[config.mk]
export PLATFORM = sky130hd
export DESIGN_NAME = ltwq_ram
export DESIGN_NICKNAME = d
export VERILOG_FILES = /design/src/rtl/ltwq_ram.sv
export SDC_FILE = /design/constraint.sdc
export NUM_CORES = 1
export LEC_CHECK = 0
export BUFFER_PORTS_ARGS = -buffer_cell sky130_fd_sc_hd__buf_2
export CAP_MARGIN = 25
export CORE_UTILIZATION = 58
export CTS_BUF_LIST = sky130_fd_sc_hd__clkbuf_2
export DETAILED_ROUTE_END_ITERATION = 10
export GPL_ROUTABILITY_DRIVEN = 0
export PLACE_DENSITY = 0.76
export REMOVE_ABC_BUFFERS = 1
export SYNTH_ARGS = -nofsm -noshare
export SYNTH_HDL_FRONTEND = slang
export SYNTH_SLANG_ARGS = --single-unit
[constraint.sdc]
create_clock -name i_clk -period 2.2 [get_ports i_clk]
set_input_delay 0.33 -clock i_clk [delete_from_list [all_inputs] [get_ports i_clk]]
set_output_delay 0.33 -clock i_clk [all_outputs]
set_load 0.05 [all_outputs]
[src/rtl/ltwq_ram.sv]
module ltwq_ram #(
    parameter int WIDTH = 8,
    parameter int DEPTH = 16,
    localparam int AW = (DEPTH > 1) ? $clog2(DEPTH) : 1
) (
    input  logic             i_clk,
    input  logic             i_we,
    input  logic [AW-1:0]    i_waddr,
    input  logic [WIDTH-1:0] i_wdata,
    input  logic [AW-1:0]    i_raddr,
    output logic [WIDTH-1:0] o_rdata
);

    logic [WIDTH-1:0] r_mem [DEPTH];
    logic [WIDTH-1:0] r_rdata;

    always_ff @(posedge i_clk) begin
        if (i_we) begin
            r_mem[i_waddr] <= i_wdata;
        end
        r_rdata <= r_mem[i_raddr];
    end

    assign o_rdata = r_rdata;

endmodule

==> out/metrics.yaml <==
most_common_cell_after_layout_fill_and_taps_aside: "edfxtp_1"
detail_route.wirelength_mm: 9.34
post-dp-hpwl_mm: 5.69
mappedNetlistArea_sq_um: 5150
dieArea_sq_um: 9260
synthesis.yosys.warnings: 0
synth_cells: 229
layout-drive-gt1-share: 0.309
num_antenna_cells: 0
antenna_violations_before_repair: 0
path_buf_inv: 1
cts-resized-gates: 0
floorplan.rows: 34
groute.usage.overall: 0.222
final.period_utilization: 0.754
netlist_top_cells_area: "edfxtp_1 75%, mux4_2 7.9%, mux4_1 7.1%"
critical_path.max_stage_delay_ns: 0.41
tritoncts_num_sinks: 136
setup.worst_path.end_class: "output port"
cts_buffer_depth: 2
cp_data_arrival_time_ns: 1.33
async_flop_share: 0
timing_worst_slew_pin_value_ns: 0.749
cts_buffers: 17
path_class: "reg2out"
clock-root-buffer: "clkbuf_2"
clk_latency_ns: 0.66
drtIter0Drc: 234
min_period_ns: 1.66
clk_pin_slew_ns: 0.20
dr.pass1.iters: 4
port-buffer-count: 25
layout.filler_cells: 572
synth-edff-count: 128
commonest_cells_after_routing_fill_and_taps_aside: "128 x edfxtp_1, 25 x buf_2, 18 x mux4_2, 18 x buf_4, 17 x clkbuf_2"
ioPinCount: 26
die-width_um: 96.2
cellLeakagePower_nw: 2.00
maximum_number_of_pins_on_one_net_before_global_route_repair: 33
setup-tns-final_ns: 0
timing.final.hold_violations: 0
timing.fmax_mhz: 603
dp_cells: 372
first_pass_grt_wire_length_mm: 13.6
start_util: 0.596
nets: 309
required_ns: 1.87
report.final.setup_viol: 0
avgViaCountPerCell: 6.06
powerDensity_nw_per_um2: 817
area_overhead_of_the_layout_relative_to_synthesis_pct: 13.4
crit_chain: "buf_2"
drv.max_cap_violation_count: 0
rsz0062_at_grt: "no"
synth_flop_cell: "edfxtp_1"
status: "finished clean"
finClkSkew_ns: 0.0264
synth_top_area_frac: 0.747
first_global_vias: 2384
grt_overflow_total: 0
synth_sequential_area_ratio: 0.778
cpLargestDelayFamily: "flip-flops"
tritoncts: "built"
postSynthRegisterBits: 136
vdd_ir_drop_max_mv: 0.482
relSlewSlack: 0.499
via_count: 2497
die_height_um: 96.2
route.detailed.drc: 0
synth.largest_area_cell: "edfxtp_1"
critical-path-slowest-cell: "dfxtp_1"
fin_cells: 412
drv_slew: 0
worstHoldPathType: "in2reg"
path_max_fanout: 1
postRouteAntennaNets: 0
worst_setup_sp_type: "flip-flop"
design.core.area_sq_um: 8640
wl_per_cell_um: 22.7
synthesis.area_per_instance_sq_um: 22.5
synthDistinctLibCells: 19
htreeDepth: 4
[flip-flops by register name, summed over array words and instances, names as in the netlist]
signal and flops:
r_mem 128, o_rdata 8
[worst paths after layout]
check	from	endpoint	slack, ns	cells after the start
worst max-delay path	o_rdata[2]	o_rdata[2]	0.54	1
worst min-delay path	i_waddr[2]	r_mem[3][0]	0.18	3
worst max register to register	r_mem[9][2]	o_rdata[2]	0.81	3
worst min register to register	r_mem[14][3]	o_rdata[3]	0.69	3
[routing by layer]
layer / global-route usage / up-vias / wire length, um
met5: 0 / - / 0
li1: - / 1097 / -
met3: 0.0545 / 11 / 605
met2: 0.328 / 87 / 4630
met1: 0.319 / 1302 / 3990
met4: 0.0945 / 0 / 109
[power by group]
part           switching (mW)  total [mW]  leakage (nW)  internal, mW
Combinational           0.207       0.333         0.619         0.126
Sequential             0.0165        2.91          1.22          2.89
Clock                   0.890        1.53         0.154         0.637
Total                    1.11        4.77          2.00          3.66
[stage by stage]
stage               total power [mW]  area, sq um  setup WS [ns]  hold slack [ns]  utilization
finish                          4.77         5840          0.540            0.177        0.676
global route                    4.93         5840          0.450            0.122        0.676
CTS                             4.80         5840          0.460            0.120        0.676
detailed placement              3.29         5500          0.396            0.657        0.636
global placement                3.28         5500          0.398            0.654        0.636
floorplan                       3.14         5060          0.377            0.429            -
[cell families (layout without fill, tap and decap cells)]
group / count (synthesis) / after routing / share of synthesized area
AOI/OAI and AO/OA: 16 / 16 / 0.0233
buffers and inverters: 10 / 85 / 0.0168
and+or+nand+nor: 35 / 35 / 0.0318
DFF: 136 / 136 / 0.778
muxes: 32 / 32 / 0.150
[cell usage after synthesis, types with 3 or more instances]
master / instances
nand2_1: 9
nor3_1: 4
mux4_1: 14
a22oi_1: 16
mux4_2: 18
dfxtp_1: 8
buf_6: 3
edfxtp_1: 128
buf_2: 3
nor2_1: 13
clkdlybuf4s25_2: 3
[layout make-up]
cell class,instances,area [sq um],area share
Multi-Input combinational cell,83,1060,0.181
Timing Repair Buffer,53,380,0.0652
Sequential cell,136,4000,0.686
Clock inverter,15,176,0.0302
Clock buffer,17,85.1,0.0146
Tap cell,108,135,0.0231
[repair_timing]
item | 4_1_cts | 5_1_grt
hold buffers | 8 | 0
hold endpoints to repair | 67 | 0
buffers inserted | 0 | 0
setup endpoints to repair | 0 | 0
(Power assumes the default switching activity.)
