[src/rtl/ltwq_pkg.sv]
package ltwq_pkg;

    localparam int NUM_LOCKS_DEF   = 64;
    localparam int NUM_CLIENTS_DEF = 16;

    localparam logic KIND_ACQUIRE = 1'b0;
    localparam logic KIND_RELEASE = 1'b1;

    localparam logic STATUS_OK    = 1'b0;
    localparam logic STATUS_RETRY = 1'b1;

    typedef enum logic [1:0] {
        S_CLEAR,
        S_IDLE,
        S_READ,
        S_EXEC
    } t_state;

    typedef struct packed {
        logic clearing;
        logic in_ready;
        logic exec;
    } t_ctrl;

endpackage

[src/rtl/ltwq_update.sv]
module ltwq_update
    import ltwq_pkg::*;
#(
    parameter int NUM_CLIENTS = NUM_CLIENTS_DEF,
    localparam int CW   = $clog2(NUM_CLIENTS),
    localparam int CNTW = $clog2(NUM_CLIENTS + 1)
) (
    input  logic                   i_kind,
    input  logic                   i_in_range,
    input  logic [CW-1:0]          i_client,
    input  logic                   i_owner_valid,
    input  logic [CW-1:0]          i_owner_client,
    input  logic [NUM_CLIENTS-1:0] i_waiting,
    input  logic [CW-1:0]          i_head,
    input  logic [CNTW-1:0]        i_count,
    input  logic [CW-1:0]          i_fifo_rdata,
    output logic                   o_owner_valid,
    output logic [CW-1:0]          o_owner_client,
    output logic [NUM_CLIENTS-1:0] o_waiting,
    output logic [CW-1:0]          o_head,
    output logic [CNTW-1:0]        o_count,
    output logic                   o_tbl_we,
    output logic                   o_fifo_we,
    output logic [CW-1:0]          o_fifo_slot,
    output logic                   o_status,
    output logic                   o_waiters_flag,
    output logic                   o_notify_valid,
    output logic [CW-1:0]          o_notify_client,
    output logic                   o_notify_more
);

    localparam logic [CW:0]   NC_W   = (CW + 1)'(NUM_CLIENTS);
    localparam logic [CW-1:0] HD_MAX = CW'(NUM_CLIENTS - 1);

    logic [CW:0]     slot_sum;
    logic [CNTW-1:0] count_dec;
    logic            is_owner;
    logic            queue_empty;

    always_comb begin
        slot_sum = {1'b0, i_head} + (CW + 1)'(i_count);
        if (slot_sum >= NC_W) begin
            slot_sum = slot_sum - NC_W;
        end
        count_dec   = i_count - CNTW'(1);
        is_owner    = i_owner_valid && (i_owner_client == i_client);
        queue_empty = (i_count == '0);

        o_owner_valid   = i_owner_valid;
        o_owner_client  = i_owner_client;
        o_waiting       = i_waiting;
        o_head          = i_head;
        o_count         = i_count;
        o_tbl_we        = 1'b0;
        o_fifo_we       = 1'b0;
        o_fifo_slot     = slot_sum[CW-1:0];
        o_status        = STATUS_OK;
        o_waiters_flag  = 1'b0;
        o_notify_valid  = 1'b0;
        o_notify_client = '0;
        o_notify_more   = 1'b0;

        if (!i_in_range) begin
            o_status = (i_kind == KIND_ACQUIRE) ? STATUS_RETRY : STATUS_OK;
        end else if (i_kind == KIND_ACQUIRE) begin
            if (!i_owner_valid || (i_owner_client == i_client)) begin
                o_owner_valid  = 1'b1;
                o_owner_client = i_client;
                o_tbl_we       = 1'b1;
                o_waiters_flag = !queue_empty;
            end else begin
                o_status = STATUS_RETRY;
                if (queue_empty) begin
                    o_notify_valid  = 1'b1;
                    o_notify_client = i_owner_client;
                    o_notify_more   = 1'b1;
                end
                if (!i_waiting[i_client] && (i_count < CNTW'(NUM_CLIENTS))) begin
                    o_waiting[i_client] = 1'b1;
                    o_count             = i_count + CNTW'(1);
                    o_tbl_we            = 1'b1;
                    o_fifo_we           = 1'b1;
                end
            end
        end else if (is_owner) begin
            o_tbl_we = 1'b1;
            if (queue_empty) begin
                o_owner_valid  = 1'b0;
                o_owner_client = '0;
            end else begin
                o_waiting[i_fifo_rdata] = 1'b0;
                o_head          = (i_head == HD_MAX) ? '0 : i_head + CW'(1);
                o_count         = count_dec;
                o_owner_client  = i_fifo_rdata;
                o_notify_valid  = 1'b1;
                o_notify_client = i_fifo_rdata;
                o_notify_more   = (count_dec != '0);
            end
        end
    end

endmodule

[config.mk]
export PLATFORM = sky130hd
export DESIGN_NAME = ltwq_update
export DESIGN_NICKNAME = d
export VERILOG_FILES = /design/src/rtl/ltwq_pkg.sv /design/src/rtl/ltwq_update.sv
export SDC_FILE = /design/constraint.sdc
export NUM_CORES = 1
export LEC_CHECK = 0
export BUFFER_PORTS_ARGS = -buffer_cell sky130_fd_sc_hd__buf_2
export CAP_MARGIN = 20
export CORE_AREA = 2 2 68 70
export DETAILED_ROUTE_END_ITERATION = 8
export DIE_AREA = 0 0 70 72
export GPL_TIMING_DRIVEN = 0
export SYNTH_ARGS = -nofsm -noshare
export SYNTH_HDL_FRONTEND = slang
export SYNTH_SLANG_ARGS = --single-unit
[constraint.sdc]
create_clock -name vclk -period 2.4
set_clock_uncertainty 0.15 [all_clocks]
set_input_delay 0.12 -clock vclk [all_inputs]
set_output_delay 0.12 -clock vclk [all_outputs]
set_load 0.01 [all_outputs]
==> results.ini, run 1 <==
[worst_setup_path]
crit_fanout = 10
crit_required_ns = 2.13
start_kind = input pin
cp.arrival_ns = 2.07
critical_path_class = in -> out
endpoint_kind = output pin

[power]
switchingPower_uw = 233.3
switching_share = 0.5858
p_int_uw = 165.0
clockPowerShare = 0
p_leak_nw = 0.9801
ir_worst_vdd_mv = 0.09500
powerDensity_nw_per_um2 = 184.1
p_seq_frac = 0
pwr-share-comb = 1.000
total_power_uw = 398.3

[layout]
final_cell_mix = 82 x buf_2, 18 x nand2_1, 17 x nor2_1, 17 x o21ai_0, 13 x buf_4
layout-drive-gt1-share = 0.4038
nClkBuffers = 0
antenna_cells = 0
seq_cells = 0
layout_commonest_cell = buf_2
seqCellArea_um2 = 0
area_growth_syn_to_layout_pct = 47.15
final_cell_count_no_fill = 369
nets = 367
nFillCells = 462

[synthesis]
synth_top_family_by_area = compound AO/OA/AOI/OAI gates
synth.avg_cell_area_um2 = 6.448
synth_compound_area_frac = 0.3779
synth_mux_area_frac = 0.07660
yosys_warnings = 0
synthSimpleGateAreaFrac = 0.3106
netlist_instances = 228
synth-adder-area-share = 0.07319
syn_area_um2 = 1470
synth_area_leaders = mux2i_1 6.1%, ha_1 6.0%, o41ai_1 6.0%, o21ai_0 5.8%, o31ai_1 5.6%
synthDistinctLibCells = 47
yosys.area.top_type_share = 0.06128
synthXorXnorAreaFrac = 0.07064
synth_top_area_cell = mux2i_1
yosysSeqAreaShare = 0
synth_nets = 276

[route]
ant_nets = 0
wire_per_inst_um = 16.11
drcViolationCount = 0
wl_um = 5944
num_vias = 2246
viasPerCell = 6.087
drt_iter0_markers = 232
first_pass_iters = 5

[sta]
fin_crit_ns = 2.340
max_slew_margin = 0.5355
layout_setup_ws_ns = 0.06034
finalSetupViolCount = 0
fin_crit_sh = 0.9749
hold_viol = 0
drv_slew = 0
worst_pin_slew_ns = 0.6903
fmax_mhz = 427.4

[die]
core_um2 = 4264
io_pins = 84
die_area_um2 = 5040
rows = 24
die_width_um = 70
start_util = 0.3448
die_h_um = 72

[grt]
antenna_found_initial = 0
grt_pass1_wl_um = 9149
grt_max_degree = 11
grt_pass1_vias = 1919
grtUsageMet1 = 0.2898
grt_use_met2 = 0.3820
overflow = 0
grt_use_total = 0.2132
use_met3 = 0.01944
top_usage_layer = met2

[placement]
place.detailed.hpwl_um = 4514
pre_cts_ws_ns = -0.4706
io_buffers = 82
gp_congestion = 0.9314
place_inst = 362

[hold_path]
hp-class = in -> out
hold_end = o_waiting[7]
holdPathStages = 4
hp-start = i_waiting[7]

[flow_run]
max-cap-violations = 0

[outcome]
outcome = finished clean

[clocking]
ctsHoldBuffers = 0

## metrics by stage
stage	cell area [µm²]	TNS, ns	utilization	hold slack, ns
detailed placement	1946	-6.473	0.4563	0.4076
finish	2163	0	0.5073	0.4073
floorplan	1470	0	-	0.1777
CTS	2056	0	0.4821	0.4085
global placement	1946	-6.120	0.4563	0.4024
global route	2163	-0.004019	0.5073	0.4233
## cell type report
cell class	count	area (µm²)	area share
Multi-Input combinational cell	195	1464	0.6767
Buffer	16	91.34	0.04222
Inverter	14	55.05	0.02545
Tap cell	52	65.06	0.03008
Timing Repair Buffer	92	488.0	0.2256
## power groups by stage
stage / logic (mW) / registers (mW) / clock network (mW)
2_1_floorplan: 0.211 / 0 / 0
3_3_place_gp: 0.352 / 0 / 0
3_5_place_dp: 0.354 / 0 / 0
4_1_cts: 0.376 / 0 / 0
5_1_grt: 0.431 / 0 / 0
6_report: 0.398 / 0 / 0
## worst max path at each step
stage,startpoint,to,depth (start not counted)
global route,i_client[0],o_count[2],8
global placement,i_client[2],o_waiting[6],9
CTS,i_count[1],o_notify_client[3],10
detailed placement,i_client[2],o_waiting[6],9
finish,i_client[0],o_count[3],8
floorplan,i_client[1],o_waiting[4],7
## synth_stat cells (2+ instances only)
cell type	instances
nor2_1	17
nand4_1	6
clkbuf_1	12
or4_1	4
nand2_1	18
nand2b_1	7
o41ai_1	10
a31oi_1	8
buf_2	5
and3_1	4
mux2i_1	9
a32oi_1	2
xnor2_1	5
a32o_1	6
a22oi_1	2
nor3_1	9
or2_2	2
a31o_2	3
o31ai_1	11
a21o_1	2
nand3_1	7
o21ai_0	17
nor4_1	3
inv_1	14
nor2b_1	4
xor2_1	5
o32ai_1	2
ha_1	7
a21oi_1	9
## logic make-up after synthesis
group	Yosys count
simple gates	87
fa+ha+maj	8
compound gates	78
buf+inv	33
xor+xnor	11
mux	11
## routing by layer
| layer | vias up | routed length, µm |
|---|---|---|
| met5 | - | 0 |
| met4 | 0 | 94 |
| li1 | 1063 | - |
| met3 | 16 | 539 |
| met1 | 1032 | 2450 |
| met2 | 135 | 2860 |
## timing repair
item	in CTS	in global routing
gates cloned	0	0
setup buffers	4	6
pin swaps	1	4
resized for setup	19	16
endpoints found under the setup margin	31	26
## worst max-delay path: stages
cell,delay [ns]
buf_2,0.17
clkbuf_4,0.22
nor2_1,0.26
a22oi_1,0.18
and3_1,0.28
or4_1,0.52
a31oi_1,0.16
buf_2,0.15
(Power assumes the default switching activity.)
==> run 2, diff against run 1 <==
--- a/config.mk
+++ b/config.mk
@@ -7,9 +7,9 @@
 export LEC_CHECK = 0
 export BUFFER_PORTS_ARGS = -buffer_cell sky130_fd_sc_hd__buf_2
 export CAP_MARGIN = 20
-export CORE_AREA = 2 2 68 70
+export CORE_AREA = 2 2 87 56
 export DETAILED_ROUTE_END_ITERATION = 8
-export DIE_AREA = 0 0 70 72
+export DIE_AREA = 0 0 89 58
 export GPL_TIMING_DRIVEN = 0
 export SYNTH_ARGS = -nofsm -noshare
 export SYNTH_HDL_FRONTEND = slang
==> run 2 against run 1 <==
Combinational power is 3% higher; hold slack improved by 0.0028 ns; via count up 0.31%; flip-flop and latch count did not move; routed wire length up 5.7%; cell count rose by 3.3%; global-route usage grew 2.0 points; non-clock buffer count increased by 1; critical path depth is the same; sequential share of layout area unchanged.
==> results.ini, run 2 (synthesis results as in run 1) <==
[outcome]
outcome = finished clean

[route]
wl_um = 6285  ; +5.7%
wire_per_inst_um = 16.50  ; +2.4%
ant_nets = 0  ; unchanged
first_pass_iters = 5  ; unchanged
num_vias = 2253  ; +0.31%
viasPerCell = 5.913  ; -2.8%
drcViolationCount = 0  ; unchanged
drt_iter0_markers = 216  ; -6.9%

[worst_setup_path]
critical_path_class = in -> out
critical-path-slowest-cell = or4_1
crit_top_cell = buf_2
max_stage_delay_ns = 0.49  ; -0.03 ns
endpoint_kind = output pin
cp.arrival_ns = 2.09  ; +0.02 ns
start_kind = input pin
crit_required_ns = 2.13  ; about the same
crit_fanout = 10  ; unchanged
cp_cell_sequence = buf_4 > buf_2 > nand2b_1 > o22a_1 > and3_1 > or4_1 > a31oi_1 > buf_2

[sta]
fin_crit_ns = 2.360  ; +0.02043 ns
worst_pin_slew_ns = 0.5579  ; -0.1324 ns
rsz0062_at_grt = true
fmax_mhz = 423.7  ; -0.87%
max_slew_margin = 0.6246  ; +0.08911
hold_viol = 0  ; unchanged
finalSetupViolCount = 0  ; unchanged
fin_crit_sh = 0.9834  ; +0.008513
drv_slew = 0  ; unchanged

[flow_run]
max-cap-violations = 0  ; unchanged

[power]
p_seq_frac = 0  ; unchanged
switching_share = 0.5902  ; +0.004387
pwr-share-comb = 1.000  ; about the same
p_leak_nw = 1.002  ; +2.2%
powerDensity_nw_per_um2 = 183.4  ; -0.37%
p_int_uw = 167.3  ; +1.4%
switchingPower_uw = 241.0  ; +3.3%
ir_worst_vdd_mv = 0.08270  ; -13%
clockPowerShare = 0  ; unchanged

[layout]
seq_cells = 0  ; unchanged
final_cell_count_no_fill = 381  ; +3.3%
layout-drive-gt1-share = 0.4088  ; +0.005020
nClkBuffers = 0  ; unchanged
antenna_cells = 0  ; unchanged
final_cell_mix = 84 x buf_2, 18 x nand2_1, 17 x nor2_1, 17 x o21ai_0
nets = 368  ; +0.27%
layout_commonest_cell = buf_2
area_growth_syn_to_layout_pct = 51.40
final_util = 0.5089  ; +0.001531
seqCellArea_um2 = 0  ; unchanged

[hold_path]
hp-class = in -> out
hp-start = i_waiting[7]
hold_end = o_waiting[7]
holdPathStages = 4  ; unchanged

[placement]
place_inst = 374  ; +3.3%
io_buffers = 82  ; unchanged
gp_congestion = 0.9609  ; +3.2%
place.detailed.hpwl_um = 4740  ; +5.0%

[die]
io_pins = 84  ; unchanged
die_width_um = 89  ; +27%
rows = 19  ; -21%
core_um2 = 4374  ; +2.6%
die_area_um2 = 5162  ; +2.4%
start_util = 0.3361  ; -0.008679
die_h_um = 58  ; -19%

[grt]
grt_max_degree = 11  ; unchanged
grt_pass1_vias = 1953  ; +1.8%
overflow = 0  ; unchanged
grt_use_total = 0.2337  ; +0.02045
grt_pass1_wl_um = 9770  ; +6.8%
antenna_found_initial = 0  ; unchanged

[clocking]
ctsHoldBuffers = 0  ; unchanged

==> run 2: layout make-up <==
class,count,area (µm²)
Multi-Input combinational cell,195,1499
Fill cell,468,2148
Inverter,14,55.05
Buffer,15,92.59
Tap cell,63,78.83
Timing Repair Buffer,94,500.5
==> run 2: power by group through the flow <==
stage,clock network (mW),logic (mW),registers [mW]
global placement,0,0.354,0
floorplan,0,0.211,0
detailed placement,0,0.356,0
CTS,0,0.379,0
global route,0,0.446,0
finish,0,0.408,0
==> run 2: timing repair <==
item	CTS	global route
endpoints found under the setup margin	34	24
setup buffers	5	6
pin swaps	2	6
gates resized for setup	20	18
==> run 2: worst max path at each step <==
| stage | start | end | depth (start not counted) |
|---|---|---|---|
| 5_1_grt | i_client[1] | o_count[2] | 8 |
| 3_5_place_dp | i_count[1] | o_notify_client[3] | 9 |
| 4_1_cts | i_client[3] | o_count[3] | 8 |
| 2_1_floorplan | i_client[1] | o_waiting[4] | 7 |
| 6_report | i_client[1] | o_count[2] | 8 |
| 3_3_place_gp | i_client[3] | o_waiting[6] | 8 |
==> run 2: worst max-delay path: cells and delay by family <==
family | cells | cell delay, ns
and+or+nand+nor | 3 | 1.01
buffers and inverters | 3 | 0.52
AOI/OAI and AO/OA | 2 | 0.44
==> run 2: stage by stage <==
stage / TNS (ns) / hold WS [ns] / setup slack [ns] / power, mW / instance area [µm²]
after CTS: 0 / 0.4158 / 0.003413 / 0.3790 / 2091
after floorplan: 0 / 0.1777 / 0.1724 / 0.2111 / 1470
after detailed placement: -6.451 / 0.4128 / -0.5320 / 0.3560 / 1964
final: 0 / 0.4101 / 0.03991 / 0.4083 / 2226
after global placement: -8.646 / 0.4064 / -0.5768 / 0.3539 / 1959
after global routing: -0.1146 / 0.4353 / -0.06121 / 0.4463 / 2226
==> run 2: layer usage <==
| layer | track usage | part of all wire | wire length [µm] | vias to the layer above |
|---|---|---|---|---|
| met1 | 0.3940 | 0.48 | 3045 | 1032 |
| met5 | 0 | 0 | 0 | - |
| met3 | 0.02849 | 0.11 | 682 | 6 |
| met2 | 0.3188 | 0.40 | 2529 | 155 |
| li1 | - | - | - | 1060 |
| met4 | 0.02345 | 0.0043 | 27 | 0 |
==> run 3, diff against run 2 <==
--- a/config.mk
+++ b/config.mk
@@ -11,6 +11,8 @@
 export DETAILED_ROUTE_END_ITERATION = 8
 export DIE_AREA = 0 0 89 58
 export GPL_TIMING_DRIVEN = 0
+export PLACE_DENSITY = 0.67
+export SETUP_SLACK_MARGIN = 0.2
 export SYNTH_ARGS = -nofsm -noshare
 export SYNTH_HDL_FRONTEND = slang
 export SYNTH_SLANG_ARGS = --single-unit
==> constraint.sdc (replaced) <==
create_clock -name vclk -period 1.9
set_clock_uncertainty 0.15 [all_clocks]
set_input_delay 0.095 -clock vclk [all_inputs]
set_output_delay 0.095 -clock vclk [all_outputs]
set_load 0.01 [all_outputs]
==> run 3 against run 2 <==
The run now ends with setup timing left; worst setup slack got worse by 0.38 ns; first-iteration DRC count grew 97%; clock-buffer cell count stayed put; sequential share of layout area unchanged; routed wire length is 54% higher; via count up 23%; power increased by 110%; critical path depth did not move.
==> results.ini, run 3 (synthesis results as in run 1) <==
[outcome]
outcome = finished, violations left
violations = setup timing

[power]
p_seq_frac = 0  ; unchanged
switchingPower_uw = 460.8  ; +91%
powerDensity_nw_per_um2 = 246.5  ; +34%
clockPowerShare = 0  ; unchanged
p_int_uw = 406.7  ; +140%
pwr-share-comb = 1.000  ; about the same
p_leak_nw = 1.542  ; +54%
ir_worst_vdd_mv = 0.1823  ; +120%
switching_share = 0.5312  ; -0.05905

[grt]
grt_pass1_wl_um = 12010  ; +23%
grt_pass1_vias = 2402  ; +23%
antenna_found_initial = 0  ; unchanged
overflow = 0  ; unchanged
grt_use_total = 0.2945  ; +0.06083
grt_max_degree = 11  ; unchanged

[die]
io_pins = 84  ; unchanged
die_area_um2 = 5162  ; unchanged
die_width_um = 89  ; unchanged
rows = 19  ; unchanged
core_um2 = 4374  ; unchanged
die_h_um = 58  ; unchanged
start_util = 0.3361  ; unchanged

[layout]
area_growth_syn_to_layout_pct = 139.4
final_cell_mix = 62 x buf_2, 40 x buf_6, 36 x buf_4
seqCellArea_um2 = 0  ; unchanged
nClkBuffers = 0  ; unchanged
layout-drive-gt1-share = 0.6946  ; +0.2858
antenna_cells = 0  ; unchanged
nFillCells = 275  ; -41%
nets = 420  ; +14%
layout_commonest_cell = buf_2
seq_cells = 0  ; unchanged
final_util = 0.8046  ; +0.2958

[sta]
rsz0062_at_grt = true
fin_crit_sh = 1.180
finalSetupViolCount = 36  ; +36
layout_setup_ws_ns = -0.3413  ; -0.3812 ns
fin_crit_ns = 2.241
max_slew_margin = 0.4049  ; -0.2197
drv_slew = 0  ; unchanged
worst_pin_slew_ns = 0.8926  ; +0.3347 ns
setup_tns_ns = -6.288  ; -6.288 ns
hold_viol = 0  ; unchanged
fmax_mhz = 446.2
whs_ns = 0.3557  ; -0.05437 ns

[route]
met1_length_um = 3931  ; +29%
dr.max_layer_used = met4
wl_um = 9692  ; +54%
first_pass_iters = 8  ; +3
wire_per_inst_um = 22.38  ; +36%
num_vias = 2775  ; +23%
drt_iter0_markers = 426  ; +97%
met3_length_um = 940  ; +38%
ant_nets = 0  ; unchanged
drcViolationCount = 0  ; unchanged
route.met2.wl_um = 4426  ; +75%
viasPerCell = 6.409  ; +8.4%

[flow_run]
max-cap-violations = 0  ; unchanged

[clocking]
ctsHoldBuffers = 0  ; unchanged

[worst_setup_path]
crit_top_cell = or4_4
endpoint_kind = output pin
cp-startpoint = i_client[1]
cp_cell_sequence = buf_12 > mux2i_4 > nor4_4 > or4_4 > buf_8 > or4_4 > a31oi_2 > buf_2
crit_required_ns = 1.65  ; -0.48 ns
critical_path_class = in -> out
start_kind = input pin
critical-path-slowest-cell = or4_4
crit_fanout = 6  ; -4
max_stage_delay_ns = 0.55  ; +0.06 ns
cp.arrival_ns = 2.00  ; -0.09 ns

[hold_path]
hp-class = in -> out
hp-start = i_count[0]

[placement]
io_buffers = 82  ; unchanged
gp_congestion = 0.9345  ; -2.7%
place.detailed.hpwl_um = 4746  ; +0.12%

[run 3: worst paths after layout]
check,end,slack (ns),cells past startpoint
setup / recovery,o_count[3],-0.34,8
hold / removal,o_count[0],0.36,3
[run 3: per-layer routing]
layer | global-route usage | vias up
met3 | 0.03704 | 56
met1 | 0.4209 | 1316
met2 | 0.4723 | 234
li1 | - | 1169
met4 | 0.07463 | 0
met5 | 0 | -
[run 3: power groups by stage]
stage | registers, mW | logic [mW] | clock network (mW)
2_1_floorplan | 0 | 0.303 | 0
3_3_place_gp | 0 | 0.490 | 0
3_5_place_dp | 0 | 0.492 | 0
4_1_cts | 0 | 0.709 | 0
5_1_grt | 0 | 0.900 | 0
6_report | 0 | 0.867 | 0
[run 3: critical path, delay by kind of cell]
family / cells / cell delay (ns)
and+or+nand+nor: 3 / 1.02
buffers and inverters: 3 / 0.43
muxes: 1 / 0.27
AOI/OAI and AO/OA: 1 / 0.18
[run 3: through the flow]
step	setup WS [ns]	cell area [µm²]	total power [mW]	std cells
CTS	-0.2824	3085	0.7094	419
finish	-0.3413	3520	0.8675	433
global route	-0.3903	3520	0.8999	433
global placement	-0.6648	2165	0.4895	373
floorplan	-0.1211	1675	0.3035	228
detailed placement	-0.6463	2165	0.4915	373
[run 3: area by class of cell]
type	instances	area, µm²	share of cell area
repair buffers	142	1144	0.3249
plain buffers	19	201.4	0.05723
multi-input cells	195	2026	0.5755
well taps	63	78.83	0.02240
inverters	14	70.07	0.01991
[run 3: timing repair]
action / 4_1_cts / 5_1_grt
setup buffers: 45 / 14
setup endpoints to repair: 40 / 39
cloned: 1 / 0
pin swaps: 39 / 27
resized for setup: 126 / 74
